===== src/md5_pkg.sv =====
`timescale 1ns / 1ps
// ----------------------------------------------------------------------------
// MD5 shared definitions
// Round constants, rotation amounts, initial chaining values and the command
// and status bundles between the MD5 controller and datapath.
// ----------------------------------------------------------------------------
package md5_pkg;

   localparam logic [31:0] INIT_WORDS [4] = '{
      32'h67452301, 32'hefcdab89, 32'h98badcfe, 32'h10325476
   };

   localparam logic [31:0] ROUND_CONST [64] = '{
      32'hd76aa478, 32'he8c7b756, 32'h242070db, 32'hc1bdceee,
      32'hf57c0faf, 32'h4787c62a, 32'ha8304613, 32'hfd469501,
      32'h698098d8, 32'h8b44f7af, 32'hffff5bb1, 32'h895cd7be,
      32'h6b901122, 32'hfd987193, 32'ha679438e, 32'h49b40821,
      32'hf61e2562, 32'hc040b340, 32'h265e5a51, 32'he9b6c7aa,
      32'hd62f105d, 32'h02441453, 32'hd8a1e681, 32'he7d3fbc8,
      32'h21e1cde6, 32'hc33707d6, 32'hf4d50d87, 32'h455a14ed,
      32'ha9e3e905, 32'hfcefa3f8, 32'h676f02d9, 32'h8d2a4c8a,
      32'hfffa3942, 32'h8771f681, 32'h6d9d6122, 32'hfde5380c,
      32'ha4beea44, 32'h4bdecfa9, 32'hf6bb4b60, 32'hbebfbc70,
      32'h289b7ec6, 32'heaa127fa, 32'hd4ef3085, 32'h04881d05,
      32'hd9d4d039, 32'he6db99e5, 32'h1fa27cf8, 32'hc4ac5665,
      32'hf4292244, 32'h432aff97, 32'hab9423a7, 32'hfc93a039,
      32'h655b59c3, 32'h8f0ccc92, 32'hffeff47d, 32'h85845dd1,
      32'h6fa87e4f, 32'hfe2ce6e0, 32'ha3014314, 32'h4e0811a1,
      32'hf7537e82, 32'hbd3af235, 32'h2ad7d2bb, 32'heb86d391
   };

   localparam logic [4:0] ROT_AMOUNT [16] = '{
      5'd7, 5'd12, 5'd17, 5'd22, 5'd5, 5'd9, 5'd14, 5'd20,
      5'd4, 5'd11, 5'd16, 5'd23, 5'd6, 5'd10, 5'd15, 5'd21
   };

   localparam logic [7:0] PAD_BYTE = 8'h80;

   typedef struct packed {
      logic take_byte;
      logic load_work;
      logic do_round;
      logic fold;
      logic pad_word;
      logic zero_word;
      logic sweep_clear;
      logic out_next;
      logic out_done;
   } cmd_type;

   typedef struct packed {
      logic pos_last;
      logic pad_word_last;
      logic len_fits;
      logic round_last;
      logic sweep_last;
      logic out_last;
   } sts_type;

endpackage


===== src/md5_dpath.sv =====
`timescale 1ns / 1ps
// ----------------------------------------------------------------------------
// MD5 datapath
// Block buffer with byte lanes, bit counter, chaining and working words, the
// round unit (one round per cycle) and the digest output selection.
// ----------------------------------------------------------------------------
module md5_dpath (
   input  logic               clock,
   input  logic               reset,
   input  md5_pkg::cmd_type   cmd,
   output md5_pkg::sts_type   sts,
   input  logic [7:0]         req_data_byte,
   output logic [31:0]        rsp_digest_word,
   output logic [1:0]         rsp_word_number,
   output logic               rsp_final_word
);

   logic [3:0][7:0] blk_ff [16];
   logic [31:0]     chain_ff [4];
   logic [31:0]     work_ff [4];
   logic [63:0]     cnt_ff;
   logic [5:0]      round_ff;
   logic [3:0]      sweep_ff;
   logic            len_ff;
   logic [1:0]      out_ff;

   logic            wr_en;
   logic [3:0]      wr_addr;
   logic [3:0]      wr_be;
   logic [3:0][7:0] wr_data;

   logic [31:0] f_val;
   logic [3:0]  g_idx;
   logic [31:0] sum;
   logic [63:0] rot_tmp;
   logic [31:0] new_b;
   logic [4:0]  rot;

   always_comb begin
      wr_en   = 1'b0;
      wr_addr = cnt_ff[8:5];
      wr_be   = 4'b0000;
      wr_data = '0;
      if (cmd.take_byte) begin
         wr_en   = 1'b1;
         wr_be   = 4'b0001 << cnt_ff[4:3];
         wr_data = {4{req_data_byte}};
      end else if (cmd.pad_word) begin
         wr_en = 1'b1;
         for (int j = 0; j < 4; j++) begin
            wr_be[j]   = (2'(j) >= cnt_ff[4:3]);
            wr_data[j] = (2'(j) == cnt_ff[4:3]) ? md5_pkg::PAD_BYTE : 8'h00;
         end
      end else if (cmd.zero_word) begin
         wr_en   = 1'b1;
         wr_addr = sweep_ff;
         wr_be   = 4'b1111;
         if (len_ff && sweep_ff == 4'd14) begin
            wr_data = cnt_ff[31:0];
         end else if (len_ff && sweep_ff == 4'd15) begin
            wr_data = cnt_ff[63:32];
         end
      end
   end

   always_ff @(posedge clock) begin
      if (wr_en) begin
         for (int j = 0; j < 4; j++) begin
            if (wr_be[j]) begin
               blk_ff[wr_addr][j] <= wr_data[j];
            end
         end
      end
   end

   always_comb begin
      case (round_ff[5:4])
         2'd0: begin
            f_val = (work_ff[1] & work_ff[2]) | (~work_ff[1] & work_ff[3]);
            g_idx = round_ff[3:0];
         end
         2'd1: begin
            f_val = (work_ff[3] & work_ff[1]) | (~work_ff[3] & work_ff[2]);
            g_idx = 4'((round_ff[3:0] << 2) + round_ff[3:0] + 4'd1);
         end
         2'd2: begin
            f_val = work_ff[1] ^ work_ff[2] ^ work_ff[3];
            g_idx = 4'((round_ff[3:0] << 1) + round_ff[3:0] + 4'd5);
         end
         default: begin
            f_val = work_ff[2] ^ (work_ff[1] | ~work_ff[3]);
            g_idx = 4'((round_ff[3:0] << 3) - round_ff[3:0]);
         end
      endcase
      rot     = md5_pkg::ROT_AMOUNT[{round_ff[5:4], round_ff[1:0]}];
      sum     = f_val + work_ff[0] + md5_pkg::ROUND_CONST[round_ff] + blk_ff[g_idx];
      rot_tmp = {sum, sum} << rot;
      new_b   = work_ff[1] + rot_tmp[63:32];
   end

   always_ff @(posedge clock) begin
      if (cmd.load_work) begin
         work_ff <= chain_ff;
      end else if (cmd.do_round) begin
         work_ff[0] <= work_ff[3];
         work_ff[1] <= new_b;
         work_ff[2] <= work_ff[1];
         work_ff[3] <= work_ff[2];
      end
   end

   always_ff @(posedge clock) begin
      if (reset) begin
         chain_ff <= md5_pkg::INIT_WORDS;
         cnt_ff   <= '0;
         round_ff <= '0;
         sweep_ff <= '0;
         len_ff   <= 1'b0;
         out_ff   <= '0;
      end else begin
         if (cmd.take_byte) begin
            cnt_ff <= cnt_ff + 64'd8;
         end
         if (cmd.load_work) begin
            round_ff <= '0;
         end else if (cmd.do_round) begin
            round_ff <= round_ff + 6'd1;
         end
         if (cmd.fold) begin
            for (int w = 0; w < 4; w++) begin
               chain_ff[w] <= chain_ff[w] + work_ff[w];
            end
         end
         if (cmd.pad_word) begin
            sweep_ff <= cnt_ff[8:5] + 4'd1;
            len_ff   <= sts.len_fits;
         end else if (cmd.sweep_clear) begin
            sweep_ff <= '0;
            len_ff   <= 1'b1;
         end else if (cmd.zero_word) begin
            sweep_ff <= sweep_ff + 4'd1;
         end
         if (cmd.out_next) begin
            out_ff <= out_ff + 2'd1;
         end
         if (cmd.out_done) begin
            chain_ff <= md5_pkg::INIT_WORDS;
            cnt_ff   <= '0;
         end
      end
   end

   always_comb begin
      sts.pos_last      = (cnt_ff[8:3] == 6'd63);
      sts.pad_word_last = (cnt_ff[8:5] == 4'd15);
      sts.len_fits      = (cnt_ff[8:6] != 3'b111);
      sts.round_last    = (round_ff == 6'd63);
      sts.sweep_last    = (sweep_ff == 4'd15);
      sts.out_last      = (out_ff == 2'd3);
   end

   assign rsp_digest_word = chain_ff[out_ff];
   assign rsp_word_number = out_ff;
   assign rsp_final_word  = (out_ff == 2'd3);

endmodule


===== src/md5_ctrl.sv =====
`timescale 1ns / 1ps
// ----------------------------------------------------------------------------
// MD5 controller
// Sequences byte intake, block compression, padding and digest output.
// ----------------------------------------------------------------------------
module md5_ctrl (
   input  logic               clock,
   input  logic               reset,
   input  logic               req_valid,
   output logic               req_stall,
   input  logic               req_byte_present,
   input  logic               req_end_of_message,
   output logic               rsp_valid,
   input  logic               rsp_stall,
   output md5_pkg::cmd_type   cmd,
   input  md5_pkg::sts_type   sts
);

   typedef enum logic [2:0] {
      ST_IDLE, ST_LOAD, ST_ROUND, ST_FOLD, ST_PAD, ST_ZERO, ST_OUT
   } state_type;

   typedef enum logic [1:0] {
      MODE_DATA, MODE_PAD_FIRST, MODE_FINAL
   } mode_type;

   state_type state_ff, state_in;
   mode_type  mode_ff, mode_in;
   logic      last_pending_ff, last_pending_in;
   logic      accept;

   assign req_stall = (state_ff != ST_IDLE);
   assign rsp_valid = (state_ff == ST_OUT);
   assign accept    = req_valid && !req_stall;

   always_comb begin
      state_in        = state_ff;
      mode_in         = mode_ff;
      last_pending_in = last_pending_ff;
      cmd             = '0;
      case (state_ff)
         ST_IDLE: begin
            if (accept) begin
               cmd.take_byte = req_byte_present;
               if (req_byte_present && sts.pos_last) begin
                  state_in        = ST_LOAD;
                  mode_in         = MODE_DATA;
                  last_pending_in = req_end_of_message;
               end else if (req_end_of_message) begin
                  state_in = ST_PAD;
               end
            end
         end
         ST_LOAD: begin
            cmd.load_work = 1'b1;
            state_in      = ST_ROUND;
         end
         ST_ROUND: begin
            cmd.do_round = 1'b1;
            if (sts.round_last) begin
               state_in = ST_FOLD;
            end
         end
         ST_FOLD: begin
            cmd.fold = 1'b1;
            case (mode_ff)
               MODE_DATA: begin
                  state_in = last_pending_ff ? ST_PAD : ST_IDLE;
               end
               MODE_PAD_FIRST: begin
                  cmd.sweep_clear = 1'b1;
                  mode_in         = MODE_FINAL;
                  state_in        = ST_ZERO;
               end
               default: begin
                  state_in = ST_OUT;
               end
            endcase
         end
         ST_PAD: begin
            cmd.pad_word    = 1'b1;
            last_pending_in = 1'b0;
            mode_in         = sts.len_fits ? MODE_FINAL : MODE_PAD_FIRST;
            state_in        = sts.pad_word_last ? ST_LOAD : ST_ZERO;
         end
         ST_ZERO: begin
            cmd.zero_word = 1'b1;
            if (sts.sweep_last) begin
               state_in = ST_LOAD;
            end
         end
         ST_OUT: begin
            if (!rsp_stall) begin
               cmd.out_next = 1'b1;
               if (sts.out_last) begin
                  cmd.out_done = 1'b1;
                  state_in     = ST_IDLE;
               end
            end
         end
         default: begin
            state_in = ST_IDLE;
         end
      endcase
   end

   always_ff @(posedge clock) begin
      if (reset) begin
         state_ff        <= ST_IDLE;
         mode_ff         <= MODE_DATA;
         last_pending_ff <= 1'b0;
      end else begin
         state_ff        <= state_in;
         mode_ff         <= mode_in;
         last_pending_ff <= last_pending_in;
      end
   end

   a_no_intake_during_output: assert property (@(posedge clock)
      rsp_valid |-> req_stall)
      else $error("Input taken while a digest word is pending.");

   a_reset_to_idle: assert property (@(posedge clock)
      reset |=> (state_ff == ST_IDLE))
      else $error("Controller not idle after reset.");

   a_rounds_then_fold: assert property (@(posedge clock) disable iff (reset)
      (state_ff == ST_ROUND && sts.round_last) |=> (state_ff == ST_FOLD))
      else $error("Last round not followed by the chaining update.");

   a_full_block_stalls: assert property (@(posedge clock) disable iff (reset)
      (accept && req_byte_present && sts.pos_last) |=> req_stall)
      else $error("Full block did not start compression.");

   a_digest_ends: assert property (@(posedge clock) disable iff (reset)
      (rsp_valid && !rsp_stall && sts.out_last) |=> !rsp_valid)
      else $error("Digest output ran past word D.");

endmodule


===== src/md5_message_digest.sv =====
`timescale 1ns / 1ps
// ----------------------------------------------------------------------------
// MD5 message digest
// Streams message bytes, pads the message at its end marker and returns the
// four chaining words of the digest.
//
// Channel   Direction  Handshake            Word
// req_      in         req_valid/req_stall  data byte, byte present, end mark
// rsp_      out        rsp_valid/rsp_stall  digest word, word number, final
//
// A byte is taken every cycle while req_stall is low; the last byte of a 64-byte
// block holds the input for the load, 64 rounds and the chaining update.
// An end marker adds a pad word, up to 15 fill words and a compression, or up to
// 17 fill words and two compressions when the length needs a second block; the
// 4 digest words follow.
// Reset is synchronous. While rsp_stall is high the digest word and input hold.
// ----------------------------------------------------------------------------
module md5_message_digest (
   input  logic        clock,
   input  logic        reset,
   input  logic        req_valid,
   output logic        req_stall,
   input  logic [7:0]  req_data_byte,
   input  logic        req_byte_present,
   input  logic        req_end_of_message,
   output logic        rsp_valid,
   input  logic        rsp_stall,
   output logic [31:0] rsp_digest_word,
   output logic [1:0]  rsp_word_number,
   output logic        rsp_final_word
);

   md5_pkg::cmd_type cmd;
   md5_pkg::sts_type sts;

   md5_ctrl u_ctrl (
      .clock              (clock),
      .reset              (reset),
      .req_valid          (req_valid),
      .req_stall          (req_stall),
      .req_byte_present   (req_byte_present),
      .req_end_of_message (req_end_of_message),
      .rsp_valid          (rsp_valid),
      .rsp_stall          (rsp_stall),
      .cmd                (cmd),
      .sts                (sts)
   );

   md5_dpath u_dpath (
      .clock           (clock),
      .reset           (reset),
      .cmd             (cmd),
      .sts             (sts),
      .req_data_byte   (req_data_byte),
      .rsp_digest_word (rsp_digest_word),
      .rsp_word_number (rsp_word_number),
      .rsp_final_word  (rsp_final_word)
   );

endmodule

===== config.mk =====
export PLATFORM = sky130hd
export DESIGN_NAME = md5_message_digest
export DESIGN_NICKNAME = d
export VERILOG_FILES = /design/src/md5_pkg.sv /design/src/md5_dpath.sv /design/src/md5_ctrl.sv /design/src/md5_message_digest.sv
export SDC_FILE = /design/constraint.sdc
export NUM_CORES = 2
export LEC_CHECK = 0
export BUFFER_PORTS_ARGS = -buffer_cell sky130_fd_sc_hd__buf_2
export CORE_MARGIN = 2
export CORE_UTILIZATION = 35
export DETAILED_ROUTE_END_ITERATION = 8
export GPL_TIMING_DRIVEN = 0
export PLACE_DENSITY = 0.53
export SLEW_MARGIN = 15
export SYNTH_ARGS = -nofsm -noshare
export SYNTH_HDL_FRONTEND = slang
export SYNTH_HIERARCHICAL = 1
export SYNTH_SLANG_ARGS = --single-unit

===== constraint.sdc =====
create_clock -name clock -period 10.3 [get_ports clock]
set_clock_uncertainty 0.15 [all_clocks]
set_input_delay 1.03 -clock clock [delete_from_list [all_inputs] [get_ports clock]]
set_output_delay 1.03 -clock clock [all_outputs]
set_load 0.005 [all_outputs]

# Word-level counts from Yosys, hierarchy flattened
# Memories as Yosys holds them, arrays and structs flattened.
# Cells that the tools add are included.
dict set report op_classes {
  add_sub_neg 18
  muxes 77
  n_eq_ne 27
  magnitude_cmp 7
  n_reduce_logical 20
  n_bitwise 15
  shift 2
}
# operator n
set op_table {}
lappend op_table {{2-to-1 mux 32 bit} 9}
lappend op_table {{adder 32 bit} 8}
lappend op_table {{2-to-1 mux 128 bit} 2}
lappend op_table {{bitwise AND 32 bit} 4}
lappend op_table {{bitwise OR 32 bit} 3}
lappend op_table {{case mux 32 bit (3 select lines)} 1}
lappend op_table {{XOR 32 bit} 3}
lappend op_table {{adder 64 x 4 -> 64 bit (second input constant)} 1}
lappend op_table {{binary-select mux 32 bit (select 2 bit)} 1}
lappend op_table {{NOT 32 bit} 2}
lappend op_table {{<< shifter 64 x 5 -> 64 bit} 1}
lappend op_table {{2-to-1 mux 4 bit} 9}
lappend op_table {{2-to-1 mux 8 bit} 4}
lappend op_table {{2-to-1 mux 1 bit} 29}
lappend op_table {{2-to-1 mux 3 bit} 9}
lappend op_table {{case mux 3 bit (7 select lines)} 1}
lappend op_table {{adder 4 x 1 -> 4 bit (second input constant)} 3}
lappend op_table {{equality test 4 bit (second input constant)} 3}
lappend op_table {{equality test 6 bit (second input constant)} 2}
lappend op_table {{2-to-1 mux 2 bit} 6}
lappend op_table {{case mux 4 bit (3 select lines)} 1}
lappend op_table {{2-to-1 mux 5 bit} 2}
lappend op_table {{equality test 3 bit (second input constant)} 3}
lappend op_table {{nonzero test 3 bit} 3}
lappend op_table {{36 further kinds} 56}
dict set report totals {
  ramBits 512
  mem_bits_ro 2128
  memories 3
  register_bits 339
  inputBits 14
  output_inout_bits 37
}
# memory words width rd rd_ports_with_merged_regs wr line
set mem_list {}
lappend mem_list {{(name not given)} 64 32 1 0 0 md5_dpath.sv:96} ;# sum = f_val + work_ff[0] + md5_pkg::ROUND_CONST[round_ff] + blk_ff[g_idx];
lappend mem_list {u_dpath.blk_ff 16 32 1 0 1 md5_dpath.sv:18} ;# logic [3:0][7:0] blk_ff [16];
lappend mem_list {{(name not given)} 16 5 1 0 0 md5_dpath.sv:95} ;# rot = md5_pkg::ROT_AMOUNT[{round_ff[5:4], round_ff[1:0]}];

# Logic depth before layout (Yosys ltp)
dict set report depth {
  word_depth 11
  depth_mapped 45
  mapped_depth_nobuf 41
}

# Modules after synthesis
# Netlist, hierarchy kept.
# mod seq_area_each_um2 instances cells_per_inst area_each_um2
set by_module_without_submodules {}
lappend by_module_without_submodules {md5_dpath 23262.3 1 4934 52359.0}
lappend by_module_without_submodules {md5_ctrl 120.1 1 66 481.7}

# Worst setup path after synthesis
# Ideal clock, no wire load.
dict set report synth_path {
  kind {register to register}
  startpoint {register u_dpath.round_ff[2]}
  endpoint {register u_dpath/work_ff[94] in the netlist's numbering (data pin)}
  path_buffers 5
  synth_period_minus_slack_ns 10.026
  path_slack_ns 0.274
  stages_incl_launch_ff 41
  setup_ns 0.267
  t_required_ns 9.883
  arrival_time_ns 9.609
  cell_sequence {dfxtp_1 -> inv_2 -> clkbuf_1 -> clkbuf_1 -> ha_1 -> fa_1 -> mux4_2 -> clkbuf_1 -> clkbuf_1 -> mux2_2 -> o21ai_0 -> fa_1 -> inv_1 -> ha_1 -> clkbuf_1 -> a211o_1 -> a21oi_1 -> o2bb2ai_1 -> [5 not listed] -> mux4_2 -> a21o_1 -> mux2i_1 -> mux2i_1 -> ha_1 -> fa_1 -> a21o_1 -> a21oi_1 -> o21bai_1 -> a2111oi_0 -> nor3_1 -> o211ai_1 -> a31oi_1 -> a31oi_1 -> a21oi_1 -> a21oi_1 -> xor2_1 -> o21ai_0}
}
dict set report synth_between {
  elab_chain_len 10
  word_cells_on_any_way 17
  cone_classes {8 x add/sub; 1 x shift; 5 x mux; 1 x bitwise; 2 x memory}
}
# item line
set synth_lines {}
lappend synth_lines {{start, declared} md5_dpath.sv:22} ;# logic [5:0] round_ff;
lappend synth_lines {{start signal, assigned} md5_dpath.sv:127} ;# round_ff <= round_ff + 6'd1;
lappend synth_lines {{NOT 6 -> 7 bit (implied by the code)} md5_dpath.sv:96}
lappend synth_lines {{memory (64 x 32 bit)} --}
lappend synth_lines {{2-to-1 mux 32 bit (implied by the code) (2 in a row)} md5_dpath.sv:96}
lappend synth_lines {{adder 32 bit} md5_dpath.sv:96}
lappend synth_lines {{adder 32 bit (*)} md5_dpath.sv:96}
lappend synth_lines {{<< shifter 64 x 5 -> 64 bit (*)} md5_dpath.sv:97} ;# rot_tmp = {sum, sum} << rot;
lappend synth_lines {{adder 32 bit (*)} md5_dpath.sv:98} ;# new_b = work_ff[1] + rot_tmp[63:32];
lappend synth_lines {{2-to-1 mux 128 bit (*)} md5_dpath.sv:104} ;# end else if (cmd.do_round) begin
lappend synth_lines {{2-to-1 mux 128 bit (*)} md5_dpath.sv:102} ;# if (cmd.load_work) begin
lappend synth_lines {{end signal, assigned} md5_dpath.sv:103} ;# work_ff <= chain_ff;
lappend synth_lines {{end, declared} md5_dpath.sv:20} ;# logic [31:0] work_ff [4];
# Mark *: on every way between the ends. The rest lies on a longest branch, timed or not. The select of a mux whose other input is x is not followed.
# A chain may end at the register's enable or synchronous reset.

# Worst setup path after layout
# Same ends and word-level chain as after synthesis.

==> tab_implementation.tex <==
\begin{tabular}{lr}
\hline
Metric & Value \\
\hline
\multicolumn{2}{l}{\textbf{Detailed routing}} \\
\quad Iter 0 DRT Violations & 4,750 \\
\quad Remaining DRCs & 0 \\
\quad DR vias & 43,199 \\
\quad Detail-routed via count per cell & 5.92 \\
\quad Number of antenna-violating nets in the routed design & 0 \\
\quad Detailed Route WL & 214,000 µm \\
\quad Per-cell routed wire length & 29.3 µm \\
\quad TritonRoute pass-1 iters & 6 \\
\multicolumn{2}{l}{\textbf{Synth}} \\
\quad Sequential cell area fraction in the yosys report & 44.3\% \\
\quad Syn Area/Cell & 10.6 µm² \\
\quad Number of storage elements in the synthesis netlist & 848 \\
\quad Async set or reset register ratio after synthesis & 0\% \\
\quad Post-Synthesis Net Count & 5,302 \\
\quad Commonest cells in the synthesized netlist & edfxtp\_1 (640), nand2\_1 (480), nor2\_1 (436) \\
\quad EDFF count, synth & 640 \\
\quad Number of instances in the synthesized netlist & 5,000 \\
\quad Dominant register cell in the synthesized netlist & edfxtp\_1 \\
\quad Number of warnings issued by yosys & 6 \\
\quad Fraction of post-synthesis cell area in the top cell type by area & 36.4\% \\
\quad Top cells by area, synth & edfxtp\_1 (36\%), dfxtp\_1 (7.9\%), mux4\_2 (7.3\%), ha\_1 (5.2\%), a21oi\_1 (3.4\%) \\
\quad Unique masters post-synth & 98 \\
\quad Most common cell in the netlist & edfxtp\_1 \\
\quad Combined area of all synthesized cells & 0.0528 mm² \\
\quad Largest area contributor in the netlist & edfxtp\_1 \\
\multicolumn{2}{l}{\textbf{Worst setup path}} \\
\quad Data required, critical path & 10,550 ps \\
\quad Worst setup EP type & register \\
\quad Standard cell with the maximum stage delay on the critical path & fa\_1 \\
\quad Type of origin of the critical path & register \\
\quad Largest delay contributor family on the critical path & compound AO/OA/AOI/OAI gates \\
\quad Biggest fanout along the worst timing path & 10 \\
\quad Kind of critical path & reg -> reg \\
\quad Worst path most repeated cell & clkbuf\_2 \\
\quad Max stage delay on crit path & 620 ps \\
\quad Sum of buffers and inverters on the critical path & 8 \\
\quad Arrival time of the worst setup path & 10,480 ps \\
\multicolumn{2}{l}{\textbf{Global route}} \\
\quad Via count of the first global-routing pass & 40,861 \\
\quad Grt ovf & 0 \\
\quad Number of antenna violations at the first check in global routing & 10 \\
\quad First-pass GRT wire length & 299,000 µm \\
\quad Maximum number of pins on one net before global-route repair & 50 \\
\quad Gr usage total & 27.1\% \\
\multicolumn{2}{l}{\textbf{Place}} \\
\quad Number of I/O port buffers & 50 \\
\quad Number of placed instances with taps included & 7,092 \\
\quad Gpl congestion & 0.971 \\
\quad Placed wire-length estimate after detailed placement & 162,000 µm \\
\multicolumn{2}{l}{\textbf{Clock network}} \\
\quad Depth of the CTS H-tree & 3 \\
\quad Clock root buffer & clkbuf\_16 \\
\quad Total clock sinks & 848 \\
\quad Clock tree from TritonCTS & yes \\
\quad TritonCTS buffer count & 90 \\
\quad Clock network latency to the later pin of the worst-skew pair & 730 ps \\
\quad Clock-pin slew on the worst setup and hold paths & 60 ps \\
\quad Maximum clock path buffer count & 3 \\
\multicolumn{2}{l}{\textbf{Finish}} \\
\quad Area Overhead vs Synth & 14.8\% \\
\quad Non-filler cells in the finished layout & 7,293 \\
\quad Layout cells sized above 1 & 17.2\% \\
\quad Number of nets in the final layout & 5,508 \\
\multicolumn{2}{l}{\textbf{Floorplanning}} \\
\quad Core region area & 0.150 mm² \\
\quad Die span in x & 393 µm \\
\quad Top Ports & 51 \\
\quad Initial Util & 35.2\% \\
\quad Floorplan row count & 142 \\
\quad Y dimension of the die & 393 µm \\
\quad Total Die Area & 0.154 mm² \\
\multicolumn{2}{l}{\textbf{STA}} \\
\quad Slew at the pin closest to its max-slew limit & 1290 ps \\
\quad Total Negative Setup Slacks & 0 ps \\
\quad Final Max Tran Viols & 0 \\
\quad Time the final worst path needs with I/O delays and setup & 10,230 ps \\
\quad Worst slew margin relative to its limit & 13.7\% \\
\quad Number of endpoints with negative hold slack in the final report & 0 \\
\quad \# setup viols final & 0 \\
\quad Share of the cycle needed by the critical path after routing & 99.3\% \\
\quad FMAX & 97.8 MHz \\
\multicolumn{2}{l}{\textbf{Run}} \\
\quad Number of maximum-capacitance constraint violations & 0 \\
\multicolumn{2}{l}{\textbf{Hold path}} \\
\quad Hold Path Class & reg -> reg \\
\multicolumn{2}{l}{\textbf{Run status}} \\
\quad Result of the run & finished clean \\
\hline
\end{tabular}
## sequential cells by signal, summed over array words and instances, names as in the netlist
| signal | flops |
|---|---|
| u_dpath/blk_ff | 512 |
| u_dpath/chain_ff | 128 |
| u_dpath/work_ff | 128 |
| u_dpath/cnt_ff | 61 |
| u_dpath/round_ff | 6 |
| u_dpath/sweep_ff | 4 |
| u_ctrl/state_ff | 3 |
| u_ctrl/mode_ff | 2 |
| u_dpath/rsp_word_number | 2 |
| u_ctrl/last_pending_ff | 1 |
| u_dpath/len_ff | 1 |
## worst paths after layout
path / from / end / slack (ps) / cells after the start
setup / recovery: u_dpath/round_ff[2] / u_dpath/work_ff[94] / 70 / 39
hold / removal: u_ctrl/last_pending_ff / u_ctrl/last_pending_ff / 310 / 2
setup reg to reg: u_dpath/round_ff[2] / u_dpath/work_ff[94] / 70 / 39
hold reg to reg: u_ctrl/last_pending_ff / u_ctrl/last_pending_ff / 310 / 2
## worst reg2reg max path: cells and delay by family, from the launching register on
kind | cells | cell delay, ps
compound gates | 19 | 4100
fa+ha+maj | 5 | 1930
buf+inv | 8 | 1750
mux | 3 | 840
simple gates | 3 | 600
flops | 1 | 410
xor+xnor | 1 | 190
## per-stage QoR
stage / hold WS, ps / setup slack [ps] / utilization (%) / area, µm²
after global placement: 302 / -3990 / 37.1 / 55600
after CTS: 318 / 1.37 / 40.0 / 60000
after global routing: 345 / -172 / 40.5 / 60700
after detailed placement: 307 / -3950 / 37.3 / 56000
final: 313 / 71.6 / 40.5 / 60700
after floorplan: 280 / 274 / - / 52800
## timing repair
action	in CTS	in global routing
setup endpoints to repair	32	11
hold buffers	0	0
setup buffers	25	19
resized for setup	382	136
pin swaps	19	30
## metal layers
metal  vias to the layer above  part of all wire, %  routed length, µm  GRT usage [%]
met5                         -               0.0042                  9              0
met4                         2                  5.8              12400           13.5
met3                       519                  7.3              15600           4.56
met2                      2027                   45              97100           43.2
met1                     21612                   41              88600           35.7
li1                      19039                    -                  -              -
## layout by cell type (no fill, tap or decap), drive strengths merged, types with 13 or more instances in the layout
cell type / count
clkbuf: 311
o211ai: 42
a211o: 14
clkinv: 39
o21a: 35
or3: 29
a31oi: 80
mux4: 173
edfxtp: 640
nor2b: 39
o31ai: 28
nand3: 100
buf: 190
nand3b: 14
a21o: 84
ha: 220
mux2i: 160
a22oi: 34
nand2b: 29
and2: 22
xnor2: 155
a211oi: 45
nand4: 23
inv: 210
a21oi: 361
fa: 68
dfxtp: 208
o21ai: 325
nor3b: 35
xor2: 94
nor3: 129
and3: 50
nand2: 480
o21bai: 31
mux2: 153
o221ai: 13
nor2: 438
## layout make-up
| cell class | instances | area [µm²] |
|---|---|---|
| Inverter | 211 | 818 |
| Clock buffer | 114 | 2350 |
| Tap cell | 2016 | 2520 |
| Timing Repair Buffer | 121 | 932 |
| Sequential cell | 848 | 23400 |
| Fill cell | 14664 | 89300 |
| Clock inverter | 48 | 523 |
| Multi-Input combinational cell | 3665 | 28500 |
| Buffer | 269 | 1590 |
| Antenna cell | 1 | 2.50 |
## cell families after synthesis
family / count (synthesis) / synth area share, %
AOI/OAI and AO/OA: 1210 / 14.2
xor gates and xnor gates: 251 / 4.23
adders and majority gates: 289 / 7.81
buffers and inverters: 487 / 3.57
DFF: 848 / 44.3
muxes: 486 / 13.7
and+or+nand+nor: 1429 / 12.3
Power is not shown: default switching activity piles up to over one toggle a cycle in this logic, so the estimate is an artifact.
